**config.mk**
```make
export PLATFORM = sky130hd
export DESIGN_NAME = ignition_arming_interlock
export DESIGN_NICKNAME = d
export VERILOG_FILES = /design/src/sv/iai_pkg.sv /design/src/sv/iai_core.sv /design/src/sv/ignition_arming_interlock.sv
export VERILOG_INCLUDE_DIRS = /design/src /design/src/sv
export SDC_FILE = /design/constraint.sdc
export NUM_CORES = 1
export LEC_CHECK = 0
export BUFFER_PORTS_ARGS = -buffer_cell sky130_fd_sc_hd__buf_2
export CAP_MARGIN = 20
export CELL_PAD_IN_SITES_DETAIL_PLACEMENT = 2
export CELL_PAD_IN_SITES_GLOBAL_PLACEMENT = 2
export CORE_MARGIN = 10
export CORE_UTILIZATION = 35
export DETAILED_ROUTE_END_ITERATION = 6
export GPL_TIMING_DRIVEN = 0
export PLACE_DENSITY_LB_ADDON = 0.1
export RECOVER_POWER = 100
export SYNTH_ARGS = -nofsm -noshare
export SYNTH_HDL_FRONTEND = slang
export SYNTH_SLANG_ARGS = --single-unit
```
**constraint.sdc**
```tcl
create_clock -name clk -period 4.2 [get_ports clk]
set_clock_uncertainty 0.15 [all_clocks]
set_input_delay 0.63 -clock clk [delete_from_list [all_inputs] [get_ports clk]]
set_output_delay 0.63 -clock clk [all_outputs]
set_load 0.02 [all_outputs]
```
**src/sv/assert_macros.svh**
```systemverilog
// Assertion macros shared by the RTL of the arming interlock.
// Simulation gets the checks; synthesis gets empty bodies.
`ifndef ASSERT_MACROS_SVH
`define ASSERT_MACROS_SVH

`ifndef SYNTHESIS

// Condition must hold at every clock edge outside reset.
`define ASSERT_ALWAYS(lbl, clk, rst, cond) \
  lbl: assert property (@(posedge clk) disable iff (rst) (cond)) \
    else $error("assertion failed");

// Antecedent implies consequent in the same cycle.
`define ASSERT_IMPLY(lbl, clk, rst, ante, cons) \
  lbl: assert property (@(posedge clk) disable iff (rst) (ante) |-> (cons)) \
    else $error("assertion failed");

// Antecedent implies consequent in the next cycle.
`define ASSERT_NEXT(lbl, clk, rst, ante, cons) \
  lbl: assert property (@(posedge clk) disable iff (rst) (ante) |=> (cons)) \
    else $error("assertion failed");

`else

`define ASSERT_ALWAYS(lbl, clk, rst, cond)
`define ASSERT_IMPLY(lbl, clk, rst, ante, cons)
`define ASSERT_NEXT(lbl, clk, rst, ante, cons)

`endif

`endif

```
**src/sv/iai_pkg.sv**
```systemverilog
// ----------------------------------------------------------------------------
// iai_pkg
// Types and constants of the ignition arming interlock.
// ----------------------------------------------------------------------------
package iai_pkg;

  localparam int LEVEL_W = 10;
  localparam int NEED_W  = 8;
  localparam int CFG_W   = 10;
  localparam int CFG_IDX_W = 1;

  localparam logic [LEVEL_W-1:0] ARM_THRESHOLD_RST   = 10'd400;
  localparam logic [NEED_W-1:0]  DEBOUNCE_NEEDED_RST = 8'd10;
  localparam logic [NEED_W-1:0]  CNT_MAX             = 8'd255;

  // Register indexes of the configuration port
  typedef enum logic [CFG_IDX_W-1:0] {
    CFG_ARM_THRESHOLD   = 1'b0,
    CFG_DEBOUNCE_NEEDED = 1'b1
  } cfg_idx_t;

  typedef struct packed {
    logic [LEVEL_W-1:0] arm_threshold;
    logic [NEED_W-1:0]  debounce_needed;
  } cfg_t;

  // One polled sample
  typedef struct packed {
    logic [LEVEL_W-1:0] master_level;
    logic               stage_button;
    logic               fire_button;
    logic               valve_a_button;
    logic               valve_b_button;
  } sample_t;

  // One result beat
  typedef struct packed {
    logic armed;
    logic arm_changed;
    logic stage_flag;
    logic ignition_on;
    logic fire_pulse;
    logic valve_a_flag;
    logic valve_b_flag;
    logic valve_a_open;
    logic valve_b_open;
    logic beep;
  } result_t;

endpackage

```
**src/sv/iai_core.sv**
```systemverilog
// ----------------------------------------------------------------------------
// iai_core
// Debounce, button edge and fire logic; holds the interlock state and
// advances it by one sample on each step.
// ----------------------------------------------------------------------------
`include "assert_macros.svh"

module iai_core (
  input  logic            clk,
  input  logic            rst,
  input  logic            step,
  input  iai_pkg::cfg_t    cfg,
  input  iai_pkg::sample_t smp,
  output iai_pkg::result_t res
);

  // State registers
  logic                      stable_arm;
  logic [iai_pkg::NEED_W-1:0] mismatch_count;
  logic [2:0]                previous_buttons;  // bit0 stage, bit1 A, bit2 B
  logic [3:0]                output_flags;      // stage, ignition, A, B
  logic [1:0]                valve_positions;   // bit0 A, bit1 B

  logic                      stable_arm_next;
  logic [iai_pkg::NEED_W-1:0] mismatch_count_next;
  logic [2:0]                previous_buttons_next;
  logic [3:0]                output_flags_next;
  logic [1:0]                valve_positions_next;

  logic                      raw_arm;
  logic [iai_pkg::NEED_W-1:0] cnt_inc;
  logic                      changed;
  logic                      stage_edge;
  logic                      va_edge;
  logic                      vb_edge;
  logic                      stage_tgl;
  logic                      fired;
  logic                      va_tgl;
  logic                      vb_tgl;
  logic                      va_base;
  logic                      vb_base;

  // Debounce: saturating mismatch counter against the stable state
  always_comb begin
    raw_arm = (smp.master_level > cfg.arm_threshold);
    cnt_inc = (mismatch_count == iai_pkg::CNT_MAX) ? mismatch_count
                                                   : mismatch_count + 8'd1;
    stable_arm_next     = stable_arm;
    mismatch_count_next = '0;
    changed             = 1'b0;
    if (raw_arm != stable_arm) begin
      if (cnt_inc >= cfg.debounce_needed) begin
        stable_arm_next = raw_arm;
        changed         = 1'b1;
      end else begin
        mismatch_count_next = cnt_inc;
      end
    end
  end

  // Buttons, fire and valves, evaluated on the new stable state
  always_comb begin
    stage_edge = smp.stage_button & ~previous_buttons[0];
    va_edge    = smp.valve_a_button & ~previous_buttons[1];
    vb_edge    = smp.valve_b_button & ~previous_buttons[2];
    stage_tgl  = output_flags[0] ^ stage_edge;
    fired      = ~smp.fire_button & stage_tgl;
    va_tgl     = output_flags[2] ^ va_edge;
    vb_tgl     = output_flags[3] ^ vb_edge;
    // fire closes both valves; a later valve edge in the same sample wins
    va_base    = fired ? 1'b0 : valve_positions[0];
    vb_base    = fired ? 1'b0 : valve_positions[1];

    previous_buttons_next = {smp.valve_b_button, smp.valve_a_button,
                             smp.stage_button};
    if (stable_arm_next) begin
      output_flags_next    = {vb_tgl, va_tgl, output_flags[1] ^ fired, stage_tgl};
      valve_positions_next = {vb_edge ? vb_tgl : vb_base,
                              va_edge ? va_tgl : va_base};
    end else begin
      output_flags_next    = '0;
      valve_positions_next = '0;
    end

    res.armed        = stable_arm_next;
    res.arm_changed  = changed;
    res.stage_flag   = output_flags_next[0];
    res.ignition_on  = output_flags_next[1];
    res.fire_pulse   = stable_arm_next & fired;
    res.valve_a_flag = output_flags_next[2];
    res.valve_b_flag = output_flags_next[3];
    res.valve_a_open = valve_positions_next[0];
    res.valve_b_open = valve_positions_next[1];
    res.beep         = stable_arm_next & (va_edge | vb_edge);
  end

  // State update, one sample per step
  always_ff @(posedge clk) begin
    if (rst) begin
      stable_arm       <= 1'b0;
      mismatch_count   <= '0;
      previous_buttons <= '0;
      output_flags     <= '0;
      valve_positions  <= '0;
    end else if (step) begin
      stable_arm       <= stable_arm_next;
      mismatch_count   <= mismatch_count_next;
      previous_buttons <= previous_buttons_next;
      output_flags     <= output_flags_next;
      valve_positions  <= valve_positions_next;
    end
  end

  // Checks
  `ASSERT_IMPLY(a_disarm_clear, clk, rst, !stable_arm, !(|output_flags) && !(|valve_positions))
  `ASSERT_IMPLY(a_valve_a_flag, clk, rst, valve_positions[0], output_flags[2])
  `ASSERT_IMPLY(a_valve_b_flag, clk, rst, valve_positions[1], output_flags[3])
  `ASSERT_IMPLY(a_fire_staged, clk, rst, step && res.fire_pulse, res.stage_flag && res.armed)
  `ASSERT_NEXT(a_change_clears, clk, rst, step && res.arm_changed, mismatch_count == '0)

endmodule

```
**src/sv/ignition_arming_interlock.sv**
```systemverilog
// Path: an accepted sample is held in the input register, and its result
// beat is then held in the result register.
// Throughput: one sample per cycle while the output side takes beats.
// Reset (rst, synchronous): disarmed, all flags and valves closed, counter
// and button history cleared; threshold 400, debounce count 10.
// ----------------------------------------------------------------------------
// ignition_arming_interlock
// Master arming debounce and button interlock for stage, ignition and
// valves, with valid/ready channels and a register write port.
// ----------------------------------------------------------------------------
module ignition_arming_interlock (
  input  logic                          clk,
  input  logic                          rst,
  // configuration writes
  input  logic                          cfg_we,
  input  logic [iai_pkg::CFG_IDX_W-1:0] cfg_index,
  input  logic [iai_pkg::CFG_W-1:0]     cfg_data,
  // sample channel
  input  logic                          in_valid,
  output logic                          in_ready,
  input  logic [iai_pkg::LEVEL_W-1:0]   master_level,
  input  logic                          stage_button,
  input  logic                          fire_button,
  input  logic                          valve_a_button,
  input  logic                          valve_b_button,
  // result channel
  output logic                          out_valid,
  input  logic                          out_ready,
  output logic                          armed,
  output logic                          arm_changed,
  output logic                          stage_flag,
  output logic                          ignition_on,
  output logic                          fire_pulse,
  output logic                          valve_a_flag,
  output logic                          valve_b_flag,
  output logic                          valve_a_open,
  output logic                          valve_b_open,
  output logic                          beep
);

  iai_pkg::cfg_t    cfg;
  iai_pkg::sample_t s1_smp;
  logic             s1_valid;
  iai_pkg::result_t res;
  iai_pkg::result_t out_res;
  logic             out_free;
  logic             step;

  // Configuration registers
  always_ff @(posedge clk) begin
    if (rst) begin
      cfg.arm_threshold   <= iai_pkg::ARM_THRESHOLD_RST;
      cfg.debounce_needed <= iai_pkg::DEBOUNCE_NEEDED_RST;
    end else if (cfg_we) begin
      unique case (cfg_index)
        iai_pkg::CFG_ARM_THRESHOLD:
          cfg.arm_threshold <= cfg_data[iai_pkg::LEVEL_W-1:0];
        iai_pkg::CFG_DEBOUNCE_NEEDED:
          cfg.debounce_needed <= cfg_data[iai_pkg::NEED_W-1:0];
        default: ;
      endcase
    end
  end

  // Handshake: the sample stage moves on when the result register is free
  assign out_free = !out_valid || out_ready;
  assign step     = s1_valid && out_free;
  assign in_ready = !s1_valid || step;

  // Input register
  always_ff @(posedge clk) begin
    if (rst) begin
      s1_valid <= 1'b0;
    end else if (in_ready) begin
      s1_valid <= in_valid;
    end
  end

  always_ff @(posedge clk) begin
    if (in_valid && in_ready) begin
      s1_smp.master_level   <= master_level;
      s1_smp.stage_button   <= stage_button;
      s1_smp.fire_button    <= fire_button;
      s1_smp.valve_a_button <= valve_a_button;
      s1_smp.valve_b_button <= valve_b_button;
    end
  end

  // Interlock logic and state
  iai_core u_core (
    .clk  (clk),
    .rst  (rst),
    .step (step),
    .cfg  (cfg),
    .smp  (s1_smp),
    .res  (res)
  );

  // Result register
  always_ff @(posedge clk) begin
    if (rst) begin
      out_valid <= 1'b0;
    end else if (out_free) begin
      out_valid <= s1_valid;
    end
  end

  always_ff @(posedge clk) begin
    if (step) begin
      out_res <= res;
    end
  end

  assign armed        = out_res.armed;
  assign arm_changed  = out_res.arm_changed;
  assign stage_flag   = out_res.stage_flag;
  assign ignition_on  = out_res.ignition_on;
  assign fire_pulse   = out_res.fire_pulse;
  assign valve_a_flag = out_res.valve_a_flag;
  assign valve_b_flag = out_res.valve_b_flag;
  assign valve_a_open = out_res.valve_a_open;
  assign valve_b_open = out_res.valve_b_open;
  assign beep         = out_res.beep;

endmodule
```
Yosys cells after proc, flatten, opt, wreduce, memory -nomap -nowiden

Index checks and enable logic that the tools add are counted.

Logic and storage cells: 65
Register bits: 62
Bits of input ports: 30
Output and inout port bits: 12

Order comparisons: 2
Bitwise logic cells: 16
$add $sub $neg: 1
Equal/unequal tests: 2
Reductions and logical operators: 8
Multiplexer cells: 12

Operator list:

| operator            | number |
|---|---|
| $mux 8              | 3 |
| $gt 10x10->1        | 1 |
| $add 8x1->8 const B | 1 |
| $eq 8x8->1 const B  | 1 |
| $ge 8x8->1          | 1 |
| $mux 1              | 7 |
| $and 1x1->1         | 6 |
| $not 1->1           | 5 |
| $mux 4              | 1 |
| $reduce_and 2->1    | 2 |
| $xor 1x1->1         | 4 |
| $logic_and 1x1->1   | 2 |
| $logic_not 1->1     | 2 |
| $logic_or 1x1->1    | 2 |
| $mux 2              | 1 |
| $ne 1x1->1          | 1 |
| $or 1x1->1          | 1 |

Longest topological paths before layout

Gate-level depths: netlist of the first run.

Word-level depth: 7
Mapped depth: 14
Gate-level depth less buffers: 13

Hierarchy

Synthesis of the first run repeated with hierarchy kept, for this count alone.

Cell total of the unflattened synthesis: 310
Area total of the unflattened synthesis: 3110.5 µm²

Modules (own cells, without submodules):

| module                    | area each (µm²) | cells an instance | times used | seq. area each (µm²) |
|---|---|---|---|---|
| ignition_arming_interlock | 1582.8          | 112               | 1          | 1121.1 |
| iai_core                  | 1527.7          | 198               | 1          | 360.3 |

Worst setup path before layout of the first run

Ideal clock, no wire load.

Path type: register -> register
From: reg u_core.mismatch_count[0] (netlist bit)
To: reg u_core.output_flags[0]
Cell stages (with the launch flop): 13
Slack: 801 ps
Period minus slack after synthesis: 3399 ps
Data arrival time: 3175 ps
Data required time: 3976 ps
Path buffers: 1
Library setup time: 74 ps
Path through: dfxtp_1 -> ha_1 -> nand3_1 -> nor3_1 -> mux2_2 -> ha_1 -> a211oi_2 -> o21ai_1 -> a21o_1 -> a31o_1 -> buf_6 -> or4_1 -> a31oi_1

Cells in the longest elaborated chain, start to end: 6
Elaborated cells on any way between the ends: 7
Those cells by class: add/sub: 1; order compare: 1; eq/ne: 1; mux: 4

Ends and longest elaborated chain:

| item                                             | line                           | RTL |
|---|---|---|
| start, declared                                  | iai_core.sv:19                 | `logic [iai_pkg::NEED_W-1:0] mismatch_count;` |
| start signal, assigned                           | iai_core.sv:107                | `mismatch_count <= mismatch_count_next;` |
| $add 8x1->8 / $eq 8x8->1 (equally long branches) | iai_core.sv:47, iai_core.sv:46 |  |
| $mux 8 *                                         | iai_core.sv:46                 | `cnt_inc = (mismatch_count == iai_pkg::CNT_MAX) ? mismatch_count` |
| $ge 8x8->1 *                                     | iai_core.sv:52                 | `if (cnt_inc >= cfg.debounce_needed) begin` |
| $mux 1 *                                         | iai_core.sv:52                 |  |
| $mux 1 *                                         | iai_core.sv:51                 | `if (raw_arm != stable_arm) begin` |
| $mux 4 *                                         | iai_core.sv:76                 | `if (stable_arm_next) begin` |
| end signal, assigned                             | iai_core.sv:109                | `output_flags <= output_flags_next;` |
| end, declared                                    | iai_core.sv:21                 | `logic [3:0] output_flags;` |

Every way passes the cells marked *; elsewhere a longest branch is shown, timed or not.
A chain may end at the register's enable or synchronous reset.

Worst setup path in the final report of the first run

Ends and elaborated chain as after synthesis.

==> impl_metrics.yaml, run 1 <==
detailed_routing:
  top_layer: "met4"
  drt-total-wl_um: 8280
  viasPerCell: 5.20
  drt_iter0_markers: 46
  routed-wl-met2_um: 4110
  wirelength_met1_um: 3890
  drt_pass1_iterations: 5
  met3_length_um: 195
  routedWlPerCell_um: 17.4
  ant_nets: 0
  vias: 2481
  drcViolationCount: 0
worst_setup_path:
  worstPathArrival_ns: 3.97
  cpMostUsedCell: "o21ai_0"
  crit_chain: "ha_1 > nand3_1 > nor3_2 > o21ai_0 > o21ai_0 > ha_1 > a211oi_2 > o21ai_0 > a21o_1 > a31o_1 > buf_6 > or4_1 > a31oi_1"
  cp_max_fo: 9
  crit_buf_inv: 1
  cp_top_family: "compound AO/OA/AOI/OAI gates"
  slowest_delay_ns: 0.48
  required_ns: 4.30
  slowest_stage: "nor3_2"
  startpoint_type: "register"
  criticalPathCategory: "reg2reg"
  crit_path_end_kind: "register"
job:
  maxCapViolations: 0
finish:
  design_area_sq_um: 3430
  syn2layout_area_growth_pct: 16.9
  nets: 416
  diodes: 0
  fillers: 946
  drive_gt1_share_pct: 13.4
floorplanning:
  rows: 33
  core_sq_um: 8180
  num_io_pins: 42
  fp.dieH_um: 112
  fp.dieW_um: 112
  die-area_sq_um: 12500
  initial_core_util_pct: 35.9
clock_network:
  numCtsBuffers: 9
  numClockSinks: 62
  clockBufferDepth: 2
  insertion_delay_ns: 0.33
  cts_tree: "yes"
  cts-root-buf: "clkbuf_8"
  htreeDepth: 3
  clk_pin_slew_ns: 0.07
  cts_setup_buffers: 0
status:
  outcome: "finished, final reports clean"
timing:
  tightest_slew_ns: 1.18
  fmax_mhz: 259
  grt_setup_unrepaired: "no"
  final.setup.worst_slack_ns: 0.336
  hold_viol: 0
  fin_crit_sh_pct: 92.0
  fin_tns_setup_ns: 0
  min_period_ns: 3.86
  setup_viol: 0
  timing.slew.headroom_pct: 21.6
  drv_slew: 0
placement:
  dp_slack_ns: 0.211
  place_area_sq_um: 3270
  io_buffers: 40
  gp_congestion: 0.792
  dp_hpwl_um: 6310
power_and_ir_drop:
  clkPwrFrac_pct: 37.7
  power_frac_comb_pct: 10.8
  p_sw_uw: 341
  p_int_uw: 940
  leakagePower_nw: 1.35
  switching_share_pct: 26.6
  peakVddDrop_mv: 0.145
  p_seq_share_pct: 51.5
  power_density_nw_per_um2: 373
global_route:
  antenna_found_initial: 0
  grt_pass1_wl_um: 13800
  grt-ovfl-total: 0
  grt_start_max_net_pins: 15
  grt.total_usage_pct: 13.4
  grt_pass1_vias: 2758
synthesis:
  ys_top_cells_by_area: "dfxtp_1, edfxtp_1, ha_1, nand2_1, a21oi_1"
  yosysTopAreaCell: "dfxtp_1"
  synthFlopType: "dfxtp_1"
  synth_area_sq_um: 2940
  async_reset_ff_share_pct: 0
  avgSynthCellArea_sq_um: 9.29
  synth_edf_count: 24
  yosysMostFrequentCell: "nand2_1"
  syn_nets: 365
  synth_cell_types: 45
  synthCells: 316
  ys_seq_elements: 62
  ys_seq_area_share_pct: 50.4
  synth_top_area_share_pct: 25.9
  synth_commonest_cells: "nand2_1, dfxtp_1, a21oi_1"
  synth_warnings: 0
min_path:
  hold_class: "reg2reg"
==> power by group through the flow <==
stage / clock network, mW / registers, mW / logic [mW]
CTS: 0.493 / 0.660 / 0.143
finish: 0.482 / 0.660 / 0.139
global placement: 0 / 0.672 / 0.134
floorplan: 0 / 0.675 / 0.0823
global route: 0.526 / 0.663 / 0.158
detailed placement: 0 / 0.674 / 0.142
==> final timing paths <==
path / slack, ns / depth (start not counted) / endpoint / start
worst min-delay path: 0.31 / 2 / cfg[11]$_SDFFE_PP0P_ / cfg[11]$_SDFFE_PP0P_
worst max-delay path: 0.34 / 13 / u_core.output_flags[0]$_SDFFE_PP0P_ / u_core.mismatch_count[0]$_SDFFE_PP0P_
worst min register to register: 0.31 / 2 / cfg[11]$_SDFFE_PP0P_ / cfg[11]$_SDFFE_PP0P_
worst max register to register: 0.34 / 13 / u_core.output_flags[0]$_SDFFE_PP0P_ / u_core.mismatch_count[0]$_SDFFE_PP0P_
==> worst reg2reg max path: stages, from the launching register on <==
cell and delay [ns]:
dfxtp_1 0.43, ha_1 0.24, nand3_1 0.22, nor3_2 0.48, o21ai_0 0.12, o21ai_0 0.16
ha_1 0.33, a211oi_2 0.22, o21ai_0 0.18, a21o_1 0.28, a31o_1 0.21, buf_6 0.14
or4_1 0.47, a31oi_1 0.16
==> what timing repair did <==
item,in CTS,in global routing
hold buffers,0,0
gates resized for setup,0,1
endpoints found under the setup margin,0,8
==> per-stage QoR <==
| stage | power, mW | hold WS (ns) | instances | util (%) |
|---|---|---|---|---|
| 2_1_floorplan | 0.757 | 0.281 | 316 | - |
| 3_3_place_gp | 0.806 | 0.287 | 461 | 40.0 |
| 3_5_place_dp | 0.815 | 0.299 | 461 | 40.0 |
| 4_1_cts | 1.30 | 0.306 | 477 | 42.1 |
| 5_1_grt | 1.35 | 0.305 | 477 | 42.0 |
| 6_report | 1.28 | 0.311 | 477 | 42.0 |
==> per-layer routing <==
metal,track usage (%),vias up
li1,-,1215
met1,16.3,1220
met2,23.1,37
met3,2.68,9
met4,4.20,0
met5,0,-
==> placed cells by master, fill, tap and decap left out, drive strengths merged, types with 2 or more instances in the layout <==
cell type	Yosys	final
a21oi	33	33
a31oi	4	4
a2111oi	2	2
ha	19	19
clkbuf	10	36
edfxtp	24	24
nor2	25	25
a32oi	6	6
and4	2	2
o21a	5	5
inv	20	20
nand3b	2	2
o211ai	3	3
o21ai	11	11
nor3	9	9
mux2	2	2
nand3	6	6
dfxtp	38	38
nand2b	5	5
or3	2	2
a211oi	2	2
a211o	3	3
xor2	3	3
buf	2	28
nor2b	4	4
clkinv	1	4
and2	6	6
nand2	56	56
==> logic make-up after synthesis <==
group / share of synthesized area [%]
muxes: 1.11
and+or+nand+nor: 19.0
buffers and inverters: 4.47
DFF: 50.4
AOI/OAI and AO/OA: 16.0
adders and majority gates: 8.10
xor gates and xnor gates: 0.895
==> registers in the layout, indices dropped and copies added (netlist names), 2 cells and up <==
signal,cells
cfg,18
s1_smp,14
u_core.mismatch_count,8
u_core.output_flags,4
u_core.previous_buttons,3
u_core.valve_positions,2
==> layout make-up <==
cell class | count | area, sq um | share of cell area, %
Clock inverter | 4 | 21.3 | 0.620
Sequential cell | 62 | 1480 | 43.1
Multi-Input combinational cell | 221 | 1330 | 38.7
Clock buffer | 12 | 155 | 4.52
Timing Repair Buffer | 40 | 184 | 5.36
Tap cell | 105 | 131 | 3.83
Buffer | 12 | 52.6 | 1.53
Inverter | 21 | 78.8 | 2.30
Power figures use the tool's default switching activity.
==> run 2: changes to the inputs <==
CORE_UTILIZATION = 38   (was 35)
clock period = 4.8 ns   (was 4.2 ns; I/O delays follow)
==> run 2 against run 1 <==
  * Clock power is 8.1% lower
  * Hold slack worse by 0.0086 ns
  * Global-route usage is 2.7 points higher
  * First-iteration DRC count is 2.2% higher
  * Utilization is 4.4 points higher
  * Maximum frequency is 8.2% lower
  * Design area is 0.33% lower
  * Power is 11% lower
  * Register-to-register slack better by 0.26 ns
  * Cell count is 1.3% lower
  * Via count is 1.1% higher
  * Critical path type unchanged
  * Largest cell class unchanged
  * Largest power group unchanged
  * Highest routed layer unchanged
==> impl_metrics.yaml, run 2 (same netlist as run 1, synthesis figures left out) <==
timing:
  fmax_mhz: 238
  grt_setup_unrepaired: "no"
  fin_crit_sh_pct: 87.7
  drv_slew: 0
  timing.slew.headroom_pct: 21.4
  hold_viol: 0
  min_period_ns: 4.21
  hold_ws_ns: 0.302
  setup_viol: 0
  tightest_slew_ns: 1.18
  fin_tns_setup_ns: 0
status:
  outcome: "finished, final reports clean"
detailed_routing:
  ant_nets: 0
  drcViolationCount: 0
  drt-total-wl_um: 8710
  drt_iter0_markers: 47
  viasPerCell: 5.33
  drt_pass1_iterations: 4
  routedWlPerCell_um: 18.5
  vias: 2509
finish:
  final_core_util_pct: 46.4
  largest_reg_flops: 18
  reg_top3: "cfg (18), s1_smp (14), u_core.mismatch_count (8)"
  diodes: 0
  final_cell_mix: "nand2_1, dfxtp_1, a21oi_1"
  multi_input_area_sq_um: 1320
  syn2layout_area_growth_pct: 16.5
  nets: 416
  regMostFlops: "cfg"
  final_common_cell: "nand2_1"
  fillers: 839
  final-seq-area_sq_um: 1480
  drive_gt1_share_pct: 12.6
placement:
  dp_hpwl_um: 6310
  gp_congestion: 0.788
  io_buffers: 40
worst_setup_path:
  worstPathArrival_ns: 4.32
  cp_max_fo: 9
  required_ns: 4.91
  startpoint_type: "register"
  crit_path_end_kind: "register"
  criticalPathCategory: "reg2reg"
floorplanning:
  initial_core_util_pct: 39.8
  core_sq_um: 7370
  num_io_pins: 42
  fp.dieW_um: 108
  die-area_sq_um: 11600
  rows: 31
  fp.dieH_um: 108
clock_network:
  insertion_delay_ns: 0.34
  cts_hold_buf: 0
  numCtsBuffers: 9
  cts_setup_buffers: 0
  numClockSinks: 62
  htreeDepth: 3
  clockBufferDepth: 2
  cts_tree: "yes"
  clk_pin_slew_ns: 0.07
  cts_resized: 0
  cts-root-buf: "clkbuf_8"
power_and_ir_drop:
  leakagePower_nw: 1.35
  power_density_nw_per_um2: 334
  p_total_mw: 1.14
  peakVddDrop_mv: 0.234
global_route:
  antenna_found_initial: 0
  grt-ovfl-total: 0
  grt.total_usage_pct: 16.1
  grt_start_max_net_pins: 15
  grt_pass1_wl_um: 14800
  grt_pass1_vias: 2877
min_path:
  hold_class: "reg2reg"
job:
  maxCapViolations: 0
## run 2: cell types whose count changed in the layout (fill, tap and decap cells not counted), sizes merged
cell	previous run	this run
bufinv	0	1
clkinv	4	3
## run 2: worst paths after layout
path / slack (ns) / to / cells past startpoint / start
setup / recovery: 0.59 / u_core.output_flags[0]$_SDFFE_PP0P_ / 13 / u_core.mismatch_count[0]$_SDFFE_PP0P_
hold / removal: 0.30 / u_core.previous_buttons[1]$_SDFFE_PP0P_ / 2 / u_core.previous_buttons[1]$_SDFFE_PP0P_
setup reg to reg: 0.59 / u_core.output_flags[0]$_SDFFE_PP0P_ / 13 / u_core.mismatch_count[0]$_SDFFE_PP0P_
hold reg to reg: 0.30 / u_core.previous_buttons[1]$_SDFFE_PP0P_ / 2 / u_core.previous_buttons[1]$_SDFFE_PP0P_
## run 2: power breakdown
part	leakage [nW]	internal [mW]	switching [mW]
clock	0.0904	0.239	0.204
sequential	0.547	0.568	0.00987
combinational	0.717	0.0419	0.0817
## run 2: through the flow
stage / setup WS (ns) / instances / cell area [sq um]
final: 0.593 / 471 / 3420
after global routing: 0.208 / 471 / 3420
after CTS: 0.719 / 471 / 3440
after detailed placement: 0.818 / 455 / 3260
after global placement: 0.890 / 455 / 3260
after floorplan: 1.40 / 316 / 2940
## run 2: area by class of cell
cell class                      count  share of cell area (%)
Tap cell                           99                    3.62
Sequential cell                    62                    43.3
Multi-Input combinational cell    221                    38.5
Inverter                           21                    2.30
Clock buffer                       12                    3.95
Buffer                             12                    1.54
Timing Repair Buffer               40                    5.37
Clock inverter                      4                    1.39
## run 2: metal layers
layer  track usage [%]  wire length, um  vias to the layer above
li1                  -                -                     1207
met1              17.8             3720                     1236
met2              28.2             4450                       52
met3              5.09              401                       14
met4              5.73              136                        0
met5                 0                0                        -
## run 2: critical path: stages (launching register included)
cell	delay [ns]
dfxtp_1	0.42
ha_1	0.24
nand3_1	0.20
nor3_1	0.69
o21ai_0	0.17
o21ai_0	0.18
ha_1	0.31
a211oi_1	0.27
o21ai_0	0.23
a21o_1	0.29
a31o_1	0.21
buf_6	0.14
or4_1	0.46
a31oi_1	0.16
